==> src/rtl/aegs_pkg.sv <==
`timescale 1ns / 1ps

package aegs_pkg;

   // field widths
   localparam int CountW   = 32;
   localparam int SumW     = 48;
   localparam int TargetW  = 8;
   localparam int ValW     = 16;
   localparam int DgW      = 8;
   localparam int RatioW   = 6;
   localparam int FracW    = 4;
   localparam int CsrAddrW = 2;
   localparam int CsrDataW = 16;

   // derived widths
   localparam int ProdW    = CountW + TargetW;
   localparam int NumW     = SumW + 1;
   localparam int DivCntW  = $clog2(NumW + 1);
   localparam int ProdVW   = ValW + RatioW;
   localparam int StepW    = ProdVW - FracW;
   localparam int ReqDataW = 80;
   localparam int RspDataW = 48;

   // ratio thresholds, 2.4 format
   localparam logic [RatioW-1:0] RATIO_MAX   = 6'd32;
   localparam logic [RatioW-1:0] RAISE_ABOVE = 6'd18;
   localparam logic [RatioW-1:0] LOWER_BELOW = 6'd14;

   // bounds and reset values
   localparam logic [DgW-1:0]  DGAIN_MAX      = 8'hff;
   localparam logic [ValW-1:0] EXPOSURE_RESET = 16'h080;
   localparam logic [ValW-1:0] GAIN_UNITY     = 16'h010;
   localparam logic [ValW-1:0] EXPOSURE_MIN   = 16'd1;
   localparam logic [DgW-1:0]  DGAIN_UNITY    = 8'h10;

   // configuration register reset values
   localparam logic [TargetW-1:0] TARGET_RESET   = 8'd128;
   localparam logic [ValW-1:0]    EXP_LIM_RESET  = 16'd1024;
   localparam logic [ValW-1:0]    GAIN_LIM_RESET = 16'd256;

   // configuration register indexes
   localparam logic [CsrAddrW-1:0] CSR_TARGET   = 2'd0;
   localparam logic [CsrAddrW-1:0] CSR_EXP_LIM  = 2'd1;
   localparam logic [CsrAddrW-1:0] CSR_GAIN_LIM = 2'd2;

   // which value moves this frame
   typedef enum logic [1:0] {
      SEL_NONE,
      SEL_EXP,
      SEL_GAIN,
      SEL_DGAIN
   } sel_type;

   // controller to datapath
   typedef struct packed {
      logic load;
      logic form_num;
      logic div_start;
      logic select;
      logic mult;
      logic step;
      logic apply;
   } cmd_type;

   // datapath to controller
   typedef struct packed {
      logic div_done;
      logic out_free;
   } status_type;

endpackage

==> src/rtl/aegs_div.sv <==
`timescale 1ns / 1ps

module aegs_div (
   input  logic                          clock,
   input  logic                          reset,
   input  logic                          start,
   input  logic [aegs_pkg::NumW-1:0]     num,
   input  logic [aegs_pkg::SumW-1:0]     den,
   output logic                          done,
   output logic [aegs_pkg::RatioW-1:0]   quo,
   output logic                          big
);
   import aegs_pkg::*;

   logic [SumW-1:0]    rem_ff;
   logic [NumW-1:0]    num_ff;
   logic [DivCntW-1:0] cnt_ff;
   logic               busy_ff;
   logic               done_ff;
   logic [RatioW-1:0]  q_ff;
   logic               big_ff;

   logic [NumW-1:0]    trial;
   logic [NumW-1:0]    diff;
   logic               ge;
   logic [SumW-1:0]    rem_in;

   // one restoring step per cycle
   always_comb begin
      trial  = {rem_ff, num_ff[NumW-1]};
      ge     = trial >= {1'b0, den};
      diff   = trial - {1'b0, den};
      rem_in = ge ? diff[SumW-1:0] : trial[SumW-1:0];
   end

   // control of the iteration
   always_ff @(posedge clock) begin
      if (reset) begin
         busy_ff <= 1'b0;
         done_ff <= 1'b0;
         cnt_ff  <= '0;
      end else if (start) begin
         busy_ff <= 1'b1;
         done_ff <= 1'b0;
         cnt_ff  <= '0;
      end else if (busy_ff) begin
         cnt_ff <= cnt_ff + DivCntW'(1);
         if (cnt_ff == DivCntW'(NumW - 1)) begin
            busy_ff <= 1'b0;
            done_ff <= 1'b1;
         end
      end
   end

   // remainder, dividend shifter and quotient with overflow flag
   always_ff @(posedge clock) begin
      if (start) begin
         rem_ff <= '0;
         num_ff <= num;
         q_ff   <= '0;
         big_ff <= 1'b0;
      end else if (busy_ff) begin
         rem_ff <= rem_in;
         num_ff <= {num_ff[NumW-2:0], 1'b0};
         q_ff   <= {q_ff[RatioW-2:0], ge};
         big_ff <= big_ff | q_ff[RatioW-1];
      end
   end

   assign done = done_ff;
   assign quo  = q_ff;
   assign big  = big_ff;

   a_busy_done_excl: assert property (@(posedge clock) disable iff (reset)
      !(busy_ff && done_ff))
      else $error("divider busy and done at once");

endmodule

==> src/rtl/aegs_dp.sv <==
`timescale 1ns / 1ps

module aegs_dp (
   input  logic                            clock,
   input  logic                            reset,
   input  aegs_pkg::cmd_type               cmd,
   output aegs_pkg::status_type            status,
   input  logic [aegs_pkg::CountW-1:0]     pixel_count,
   input  logic [aegs_pkg::SumW-1:0]       luma_sum,
   input  logic                            csr_we,
   input  logic [aegs_pkg::CsrAddrW-1:0]   csr_addr,
   input  logic [aegs_pkg::CsrDataW-1:0]   csr_wdata,
   output logic                            rsp_valid,
   input  logic                            rsp_ready,
   output logic [aegs_pkg::ValW-1:0]       exposure_out,
   output logic [aegs_pkg::ValW-1:0]       sensor_gain_out,
   output logic [aegs_pkg::DgW-1:0]        digital_gain_out,
   output logic                            exposure_changed,
   output logic                            sensor_gain_changed,
   output logic                            digital_gain_changed
);
   import aegs_pkg::*;

   // configuration
   logic [TargetW-1:0] target_ff;
   logic [ValW-1:0]    exp_lim_ff;
   logic [ValW-1:0]    gain_lim_ff;

   // frame to frame state
   logic [ValW-1:0]    exp_ff;
   logic [ValW-1:0]    gain_ff;
   logic [DgW-1:0]     dg_ff;

   // per item working registers
   logic [ProdW-1:0]   prod_ff;
   logic [SumW-1:0]    sum_ff;
   logic               sum_zero_ff;
   logic [NumW-1:0]    num_ff;
   logic [RatioW-1:0]  ratio_ff;
   sel_type            sel_ff;
   logic               up_ff;
   logic [ValW-1:0]    v_ff;
   logic [ValW-1:0]    lim_ff;
   logic [ProdVW-1:0]  prod_v_ff;
   logic [StepW-1:0]   d_ff;

   // result register
   logic               rsp_valid_ff;
   logic [ValW-1:0]    rsp_exp_ff;
   logic [ValW-1:0]    rsp_gain_ff;
   logic [DgW-1:0]     rsp_dg_ff;
   logic               rsp_exp_chg_ff;
   logic               rsp_gain_chg_ff;
   logic               rsp_dg_chg_ff;

   logic               div_done;
   logic [RatioW-1:0]  div_quo;
   logic               div_big;

   logic [NumW-1:0]    num_in;
   logic [RatioW-1:0]  ratio_in;
   sel_type            sel_in;
   logic               up_in;
   logic [ValW-1:0]    v_in;
   logic [ValW-1:0]    lim_in;
   logic [StepW-1:0]   scaled;
   logic [StepW-1:0]   diff;
   logic [StepW-1:0]   half;
   logic [StepW-1:0]   d_in;
   logic [StepW-1:0]   up_sum;
   logic [StepW-1:0]   down_lo;
   logic [ValW-1:0]    new_in;
   logic [ValW-1:0]    exp_in;
   logic [ValW-1:0]    gain_in;
   logic [DgW-1:0]     dg_in;

   // configuration writes, other indexes ignored
   always_ff @(posedge clock) begin
      if (reset) begin
         target_ff   <= TARGET_RESET;
         exp_lim_ff  <= EXP_LIM_RESET;
         gain_lim_ff <= GAIN_LIM_RESET;
      end else if (csr_we) begin
         unique case (csr_addr)
            CSR_TARGET:   target_ff   <= csr_wdata[TargetW-1:0];
            CSR_EXP_LIM:  exp_lim_ff  <= csr_wdata[ValW-1:0];
            CSR_GAIN_LIM: gain_lim_ff <= csr_wdata[ValW-1:0];
            default:      ;
         endcase
      end
   end

   // numerator: count * target * 16 + sum / 2
   assign num_in = NumW'({prod_ff, {FracW{1'b0}}}) + NumW'(sum_ff >> 1);

   always_ff @(posedge clock) begin
      if (cmd.load) begin
         prod_ff     <= ProdW'(pixel_count) * ProdW'(target_ff);
         sum_ff      <= luma_sum;
         sum_zero_ff <= (luma_sum == '0);
      end
      if (cmd.form_num) begin
         num_ff <= num_in;
      end
   end

   aegs_div u_div (
      .clock (clock),
      .reset (reset),
      .start (cmd.div_start),
      .num   (num_ff),
      .den   (sum_ff),
      .done  (div_done),
      .quo   (div_quo),
      .big   (div_big)
   );

   // clamped ratio and choice of the value to move
   always_comb begin
      if (sum_zero_ff || div_big || (div_quo > RATIO_MAX)) begin
         ratio_in = RATIO_MAX;
      end else begin
         ratio_in = div_quo;
      end
      sel_in = SEL_NONE;
      up_in  = 1'b0;
      v_in   = exp_ff;
      lim_in = exp_lim_ff;
      priority if (ratio_in > RAISE_ABOVE) begin
         up_in = 1'b1;
         priority if (exp_ff < exp_lim_ff) begin
            sel_in = SEL_EXP;
            v_in   = exp_ff;
            lim_in = exp_lim_ff;
         end else if (gain_ff < gain_lim_ff) begin
            sel_in = SEL_GAIN;
            v_in   = gain_ff;
            lim_in = gain_lim_ff;
         end else if (dg_ff < DGAIN_MAX) begin
            sel_in = SEL_DGAIN;
            v_in   = ValW'(dg_ff);
            lim_in = ValW'(DGAIN_MAX);
         end else begin
            // every value at its upper bound
            sel_in = SEL_NONE;
         end
      end else if (ratio_in < LOWER_BELOW) begin
         priority if (dg_ff > DGAIN_UNITY) begin
            sel_in = SEL_DGAIN;
            v_in   = ValW'(dg_ff);
            lim_in = GAIN_UNITY;
         end else if (gain_ff > GAIN_UNITY) begin
            sel_in = SEL_GAIN;
            v_in   = gain_ff;
            lim_in = GAIN_UNITY;
         end else if (exp_ff > EXPOSURE_MIN) begin
            sel_in = SEL_EXP;
            v_in   = exp_ff;
            lim_in = EXPOSURE_MIN;
         end else begin
            // every value at its floor
            sel_in = SEL_NONE;
         end
      end else begin
         // hold band, nothing moves
         sel_in = SEL_NONE;
      end
   end

   // step size: max(1, |v*ratio>>4 - v| >> 1)
   always_comb begin
      scaled = prod_v_ff[ProdVW-1:FracW];
      if (up_ff) begin
         diff = scaled - StepW'(v_ff);
      end else begin
         diff = StepW'(v_ff) - scaled;
      end
      half = diff >> 1;
      d_in = (half == '0) ? StepW'(1) : half;
   end

   // clamped new value and its placement
   always_comb begin
      up_sum  = StepW'(v_ff) + d_ff;
      down_lo = StepW'(lim_ff) + d_ff;
      if (up_ff) begin
         new_in = (up_sum > StepW'(lim_ff)) ? lim_ff : up_sum[ValW-1:0];
      end else begin
         new_in = (StepW'(v_ff) < down_lo) ? lim_ff : (v_ff - d_ff[ValW-1:0]);
      end
      exp_in  = (sel_ff == SEL_EXP)   ? new_in : exp_ff;
      gain_in = (sel_ff == SEL_GAIN)  ? new_in : gain_ff;
      dg_in   = (sel_ff == SEL_DGAIN) ? new_in[DgW-1:0] : dg_ff;
   end

   // working registers of the update
   always_ff @(posedge clock) begin
      if (cmd.select) begin
         ratio_ff <= ratio_in;
         sel_ff   <= sel_in;
         up_ff    <= up_in;
         v_ff     <= v_in;
         lim_ff   <= lim_in;
      end
      if (cmd.mult) begin
         prod_v_ff <= ProdVW'(v_ff) * ProdVW'(ratio_ff);
      end
      if (cmd.step) begin
         d_ff <= d_in;
      end
   end

   // exposure and gain state
   always_ff @(posedge clock) begin
      if (reset) begin
         exp_ff  <= EXPOSURE_RESET;
         gain_ff <= GAIN_UNITY;
         dg_ff   <= DGAIN_UNITY;
      end else if (cmd.apply) begin
         exp_ff  <= exp_in;
         gain_ff <= gain_in;
         dg_ff   <= dg_in;
      end
   end

   // result beat
   always_ff @(posedge clock) begin
      if (reset) begin
         rsp_valid_ff <= 1'b0;
      end else if (cmd.apply) begin
         rsp_valid_ff <= 1'b1;
      end else if (rsp_ready) begin
         rsp_valid_ff <= 1'b0;
      end
   end

   always_ff @(posedge clock) begin
      if (cmd.apply) begin
         rsp_exp_ff      <= exp_in;
         rsp_gain_ff     <= gain_in;
         rsp_dg_ff       <= dg_in;
         rsp_exp_chg_ff  <= (exp_in != exp_ff);
         rsp_gain_chg_ff <= (gain_in != gain_ff);
         rsp_dg_chg_ff   <= (dg_in != dg_ff);
      end
   end

   assign status.div_done = div_done;
   assign status.out_free = !rsp_valid_ff || rsp_ready;

   assign rsp_valid            = rsp_valid_ff;
   assign exposure_out         = rsp_exp_ff;
   assign sensor_gain_out      = rsp_gain_ff;
   assign digital_gain_out     = rsp_dg_ff;
   assign exposure_changed     = rsp_exp_chg_ff;
   assign sensor_gain_changed  = rsp_gain_chg_ff;
   assign digital_gain_changed = rsp_dg_chg_ff;

   a_exp_nonzero: assert property (@(posedge clock) disable iff (reset)
      exp_ff != '0)
      else $error("exposure dropped to zero");

   a_gains_floor: assert property (@(posedge clock) disable iff (reset)
      (gain_ff >= GAIN_UNITY) && (dg_ff >= DGAIN_UNITY))
      else $error("gain below unity");

   a_one_change: assert property (@(posedge clock) disable iff (reset)
      rsp_valid_ff |-> $onehot0({rsp_exp_chg_ff, rsp_gain_chg_ff, rsp_dg_chg_ff}))
      else $error("more than one value changed in a frame");

endmodule

==> src/rtl/aegs_ctrl.sv <==
`timescale 1ns / 1ps

module aegs_ctrl (
   input  logic                  clock,
   input  logic                  reset,
   input  logic                  req_valid,
   output logic                  req_ready,
   input  aegs_pkg::status_type  status,
   output aegs_pkg::cmd_type     cmd
);
   import aegs_pkg::*;

   typedef enum logic [2:0] {
      S_IDLE,
      S_NUM,
      S_DIV_START,
      S_DIV_WAIT,
      S_SELECT,
      S_MULT,
      S_STEP,
      S_APPLY
   } state_type;

   state_type state_ff;
   state_type state_in;

   // next state and commands
   always_comb begin
      state_in = state_ff;
      cmd      = '0;
      unique case (state_ff)
         S_IDLE: begin
            if (req_valid) begin
               cmd.load = 1'b1;
               state_in = S_NUM;
            end
         end
         S_NUM: begin
            cmd.form_num = 1'b1;
            state_in     = S_DIV_START;
         end
         S_DIV_START: begin
            cmd.div_start = 1'b1;
            state_in      = S_DIV_WAIT;
         end
         S_DIV_WAIT: begin
            if (status.div_done) begin
               state_in = S_SELECT;
            end
         end
         S_SELECT: begin
            cmd.select = 1'b1;
            state_in   = S_MULT;
         end
         S_MULT: begin
            cmd.mult = 1'b1;
            state_in = S_STEP;
         end
         S_STEP: begin
            cmd.step = 1'b1;
            state_in = S_APPLY;
         end
         S_APPLY: begin
            if (status.out_free) begin
               cmd.apply = 1'b1;
               state_in  = S_IDLE;
            end
         end
         default: state_in = S_IDLE;
      endcase
   end

   always_ff @(posedge clock) begin
      if (reset) begin
         state_ff <= S_IDLE;
      end else begin
         state_ff <= state_in;
      end
   end

   assign req_ready = (state_ff == S_IDLE);

endmodule

==> src/rtl/auto_exposure_gain_stepper_top.sv <==
`timescale 1ns / 1ps
// a valid response beat follows each accepted request beat, delayed further only while
// the response register still holds an untaken beat
// one frame at a time, each through the 49-step restoring divider
// reset (synchronous, active high): target 128, exposure limit 1024, gain limit 256,
// exposure 128, sensor gain 16, digital gain 16, no response pending

module auto_exposure_gain_stepper_top (
   input  logic                              clock,
   input  logic                              reset,
   // pixel_count [31:0], luma_sum [79:32]
   input  logic                              req_tvalid,
   output logic                              req_tready,
   input  logic [aegs_pkg::ReqDataW-1:0]     req_tdata,
   // exposure_out [15:0], sensor_gain_out [31:16], digital_gain_out [39:32],
   // exposure_changed [40], sensor_gain_changed [41], digital_gain_changed [42]
   output logic                              rsp_tvalid,
   input  logic                              rsp_tready,
   output logic [aegs_pkg::RspDataW-1:0]     rsp_tdata,
   input  logic                              csr_we,
   input  logic [aegs_pkg::CsrAddrW-1:0]     csr_addr,
   input  logic [aegs_pkg::CsrDataW-1:0]     csr_wdata
);
   import aegs_pkg::*;

   cmd_type         cmd;
   status_type      status;
   logic [ValW-1:0] exposure_out;
   logic [ValW-1:0] sensor_gain_out;
   logic [DgW-1:0]  digital_gain_out;
   logic            exposure_changed;
   logic            sensor_gain_changed;
   logic            digital_gain_changed;

   aegs_ctrl u_ctrl (
      .clock     (clock),
      .reset     (reset),
      .req_valid (req_tvalid),
      .req_ready (req_tready),
      .status    (status),
      .cmd       (cmd)
   );

   aegs_dp u_dp (
      .clock                (clock),
      .reset                (reset),
      .cmd                  (cmd),
      .status               (status),
      .pixel_count          (req_tdata[CountW-1:0]),
      .luma_sum             (req_tdata[CountW+SumW-1:CountW]),
      .csr_we               (csr_we),
      .csr_addr             (csr_addr),
      .csr_wdata            (csr_wdata),
      .rsp_valid            (rsp_tvalid),
      .rsp_ready            (rsp_tready),
      .exposure_out         (exposure_out),
      .sensor_gain_out      (sensor_gain_out),
      .digital_gain_out     (digital_gain_out),
      .exposure_changed     (exposure_changed),
      .sensor_gain_changed  (sensor_gain_changed),
      .digital_gain_changed (digital_gain_changed)
   );

   // response beat packing, zero padded to whole bytes
   assign rsp_tdata = RspDataW'({digital_gain_changed, sensor_gain_changed,
                                 exposure_changed, digital_gain_out,
                                 sensor_gain_out, exposure_out});

endmodule
==> config.mk <==
export PLATFORM = sky130hd
export DESIGN_NAME = auto_exposure_gain_stepper_top
export DESIGN_NICKNAME = d
export VERILOG_FILES = /design/src/rtl/aegs_pkg.sv /design/src/rtl/aegs_div.sv /design/src/rtl/aegs_dp.sv /design/src/rtl/aegs_ctrl.sv /design/src/rtl/auto_exposure_gain_stepper_top.sv
export SDC_FILE = /design/constraint.sdc
export NUM_CORES = 2
export LEC_CHECK = 0
export ABC_AREA = 1
export BUFFER_PORTS_ARGS = -buffer_cell sky130_fd_sc_hd__buf_2
export CAP_MARGIN = 20
export CORE_ASPECT_RATIO = 1.25
export CORE_UTILIZATION = 50
export CTS_CLUSTER_SIZE = 8
export DETAILED_ROUTE_END_ITERATION = 10
export PLACE_DENSITY = 0.75
export SLEW_MARGIN = 10
export SYNTH_ARGS = -nofsm -noshare
export SYNTH_HDL_FRONTEND = slang
export SYNTH_SLANG_ARGS = --single-unit
==> constraint.sdc <==
create_clock -name clock -period 7.74 [get_ports clock]
set_clock_uncertainty 0.15 [all_clocks]
set_input_delay 1.548 -clock clock [delete_from_list [all_inputs] [get_ports clock]]
set_output_delay 1.548 -clock clock [all_outputs]
set_load 0.03 [all_outputs]
==> summary.txt <==
Achievable frequency -> 0.1619 GHz
Initial Utilization -> 50.74%
Row Count -> 116
Critical Path AT -> 6.38 ns
Slew @ Worst Pin -> 1.070 ns
Final RePlAce weighted congestion -> 0.9979
Most frequent standard cell in the layout excluding fill and tap cells -> sky130_fd_sc_hd__nand2_1
Fraction of layout cells with a size suffix above 1 -> 5.765%
Cells resized by post-CTS repair -> 0
Post-synth EDFFs -> 305
Drt first-iter violations -> 2,616
Reported net switching power -> 2516 µW
Post-CTS setup buffer count -> 0
Via Count -> 35,840
Fill cells -> 7,679
Hold depth -> 0
Highest net fanout along the worst path -> 8
Main flop type after synthesis -> sky130_fd_sc_hd__edfxtp_1
Half-perimeter wire length after placement -> 94.08 mm
Area taken by flip-flops and latches -> 12,100 µm²
Count of endpoints failing setup in the final report -> 0
Layout Utilization -> 55.10%
I/O pin total -> 153
Leading cell types in the layout, fill and taps excluded -> 1,284 x sky130_fd_sc_hd__nand2_1, 1,001 x sky130_fd_sc_hd__inv_1, 373 x sky130_fd_sc_hd__a21oi_1
Horizontal die dimension -> 257.7 µm
Yosys warnings -> 0
Crit Path Category -> input pin to flip-flop
Max stage delay on crit path -> 0.54 ns
Clock transition at the registers of the reported paths -> 0.06 ns
Power per Cell Area -> 174.4 nW/µm²
Logic depth of the worst path, buffers included -> 25
Max rail drop VDD -> 0.1516 mV
Endpoints failing hold -> 0
Die area -> 82,900 µm²
Number of buffers inserted during clock tree synthesis -> 67
Number of port buffers -> 147
Critical-path top delay cell -> sky130_fd_sc_hd__fa_1
Depth of the most critical reg-to-reg path -> 28
Worst path bufs/invs -> 7
Combinational fraction of design power -> 25.6%
Critical register-to-register path endpoint -> u_dp.digital_gain_changed
Max clock buf depth -> 3
Number of standard cells in the layout, taps in and fillers out -> 6,543
Vias per inst -> 5.477
Kind of end point of the critical path -> flip-flop
Internal power summed over all cells -> 5225 µW
Dominant combinational cell family by area after synthesis -> adder cells
Sum of negative setup slack -> 0 ns
Origin of the critical flop-to-flop path -> u_dp.v_ff[0]
Proportion of synthesized area in mux cells -> 0%
Num Clock Sinks -> 452
Top Family by Delay on Critical Path -> adder cells
Unrepaired setup endpoints after global routing -> false
Final period demand of the worst path -> 6.178 ns
Maximum number of pins on one net before global-route repair -> 75
Seq/Total Area, Yosys -> 29.61%
Clock network fraction of total power -> 35.5%
Wire length reported by the detailed router -> 119.2 mm
Post-Syn Instances -> 5,369
Switching Fraction -> 32.50%
Final-layout worst hold slack -> 0.3150 ns
Min-delay src -> u_dp.sum_ff[2]
Post-route ant nets -> 0
Buffer cell driving the clock tree root -> sky130_fd_sc_hd__clkbuf_16
Total global routing overflow -> 0
Dominant cell type by count on the critical path -> sky130_fd_sc_hd__nand2_1
Critical path required time -> 7.95 ns
Post-synthesis instance area -> 40,870 µm²
Cell leakage power -> 0.02189 µW
Number of pins with negative max-slew slack in the final report -> 0
Parity-gate share of the synthesized area counting xor and xnor cells -> 3.986%
HP Class -> flip-flop to flip-flop
Aggregate global-route resource usage -> 28.65%
Area of combinational cells with multiple inputs -> 24,190 µm²
Worst reg2reg setup slack -> 1.83 ns
Flip-flop and latch count after synthesis -> 452
H-tree level count -> 3
Number of antenna violations at the first check in global routing -> 1
Synth async-reset ratio -> 0%
Total of hold buffers inserted after clock tree synthesis -> 0
Cells after DPL -> 6,426
Clock tree from TritonCTS -> done
Period utilization -> 79.82%
Global-route wire length before repair -> 186.5 mm
Element type at the critical path start -> input pin
Sequential share of power -> 38.9%
Area of the placeable core -> 80,550 µm²
Mapped Avg Cell Area -> 7.613 µm²
Synthesis-to-finish area growth -> 8.580%
Status -> complete, no violations
Rel. slew slack -> 28.04%
Number of antenna diodes -> 0
Max-cap violations -> 0
Share of synthesized cell area in and, or, nand and nor gates -> 20.92%
Number of global-route vias before repair -> 34,970
Floorplan die height -> 321.7 µm
Worst-case hold path end point -> u_dp.num_ff[1]
Clock latency at the later pin of the worst-skew pair -> 0.60 ns
Remaining design rule violation count -> 0
Average wire per standard cell -> 18.22 µm
Adder-cell area share of the yosys netlist -> 21.59%
Count of TritonRoute iterations in the first routing pass -> 6
Final-stage net count -> 6,096
Number of distinct standard cells referenced by the synthesized netlist -> 60
Synthesized-area fraction occupied by ao, oa, aoi and oai cells -> 12.50%
power groups by stage:
stage,sequential [µW],clock [µW],combinational [µW]
6_report,3010,2750,1980
2_1_floorplan,2980,0,1480
4_1_cts,3010,2800,1980
3_3_place_gp,3050,0,1930
3_5_place_dp,3060,0,1970
5_1_grt,3020,2900,2240
registers in the layout, indices dropped and copies added (netlist names), 8 cells and up:
| register | cells |
|---|---|
| u_dp.u_div.num_ff | 49 |
| u_dp.sum_ff | 48 |
| u_dp.dg_ff | 8 |
| u_dp.prod_ff | 40 |
| u_dp.exp_ff | 16 |
| u_dp.prod_v_ff | 18 |
| u_dp.gain_ff | 16 |
| u_dp.target_ff | 8 |
| u_dp.sensor_gain_out | 16 |
| u_dp.v_ff | 16 |
| u_dp.num_ff | 48 |
| u_dp.gain_lim_ff | 16 |
| u_dp.d_ff | 17 |
| u_dp.u_div.rem_ff | 48 |
| u_dp.exposure_out | 16 |
| u_dp.lim_ff | 16 |
| u_dp.exp_lim_ff | 16 |
| u_dp.digital_gain_out | 8 |
layer usage:
layer	global-route usage, %	routed length, µm	part of all wire [%]	vias to the layer above
li1	-	-	-	17460
met1	32.02	45280	38	16820
met2	51.46	60160	50	1190
met3	2.982	5111	4.3	361
met4	19.01	8642	7.2	2
met5	0	12	0.010	-
logic make-up after synthesis:
group	count (synthesis)
buf+inv	1201
xor+xnor	186
flops	452
fa+ha+maj	559
simple gates	2054
compound gates	916
other cells	1
area by class of cell:
class / instances / share of cell area, %
Clock buffer: 108 / 4.243
Clock inverter: 8 / 0.1607
Inverter: 1013 / 8.568
Multi-Input combinational cell: 3720 / 54.51
Sequential cell: 452 / 27.27
Tap cell: 1062 / 2.994
Timing Repair Buffer: 180 / 2.261
worst register-to-register path: cells and delay by family (launching register included):
family | cells | cell delay [ns]
and+or+nand+nor | 22 | 3.35
buffers and inverters | 2 | 0.20
DFF | 1 | 0.63
adders and majority gates | 3 | 1.00
xor gates and xnor gates | 1 | 0.28
metrics by stage:
step | setup WS, ns | power [µW] | area, µm²
final | 1.562 | 7740 | 44380
after CTS | 1.567 | 7793 | 44350
after detailed placement | 0.9253 | 5024 | 42400
after global placement | 0.9875 | 4983 | 42400
after floorplan | 1.519 | 4456 | 40890
after global routing | 1.227 | 8156 | 44380
Yosys cell counts, drive strengths merged, types with 6 or more instances:
master  number  area share [%]
a211oi       7            0.13
a21boi      11            0.20
a21o        17            0.31
a21oi      377             4.7
a22oi        6            0.11
a31oi       34            0.52
buf         41            0.66
clkbuf     147             1.4
dfxtp      147             7.2
edfxtp     305              22
fa         244              12
ha         315             9.6
inv       1010             9.3
nand2     1300              12
nand3      245             3.1
nand3b       8            0.15
nand4       87             1.3
nor2       324             3.0
nor3        41            0.50
nor4        37            0.58
o211ai      36            0.66
o21a        18            0.33
o21ai      342             4.2
o21bai      15            0.28
o221ai      26            0.56
o22ai        7            0.11
o31ai        6            0.14
or2          7            0.11
xnor2       69             1.5
xor2       117             2.5
worst max path at each step:
stage	from	endpoint
after global routing	req_tdata[7]	u_dp.prod_ff[38]
final	req_tdata[7]	u_dp.prod_ff[38]
after CTS	req_tdata[7]	u_dp.prod_ff[38]
after detailed placement	req_tdata[7]	u_dp.prod_ff[38]
after global placement	req_tdata[7]	u_dp.prod_ff[38]
after floorplan	req_tdata[0]	u_dp.prod_ff[30]
(Power assumes the default switching activity.)
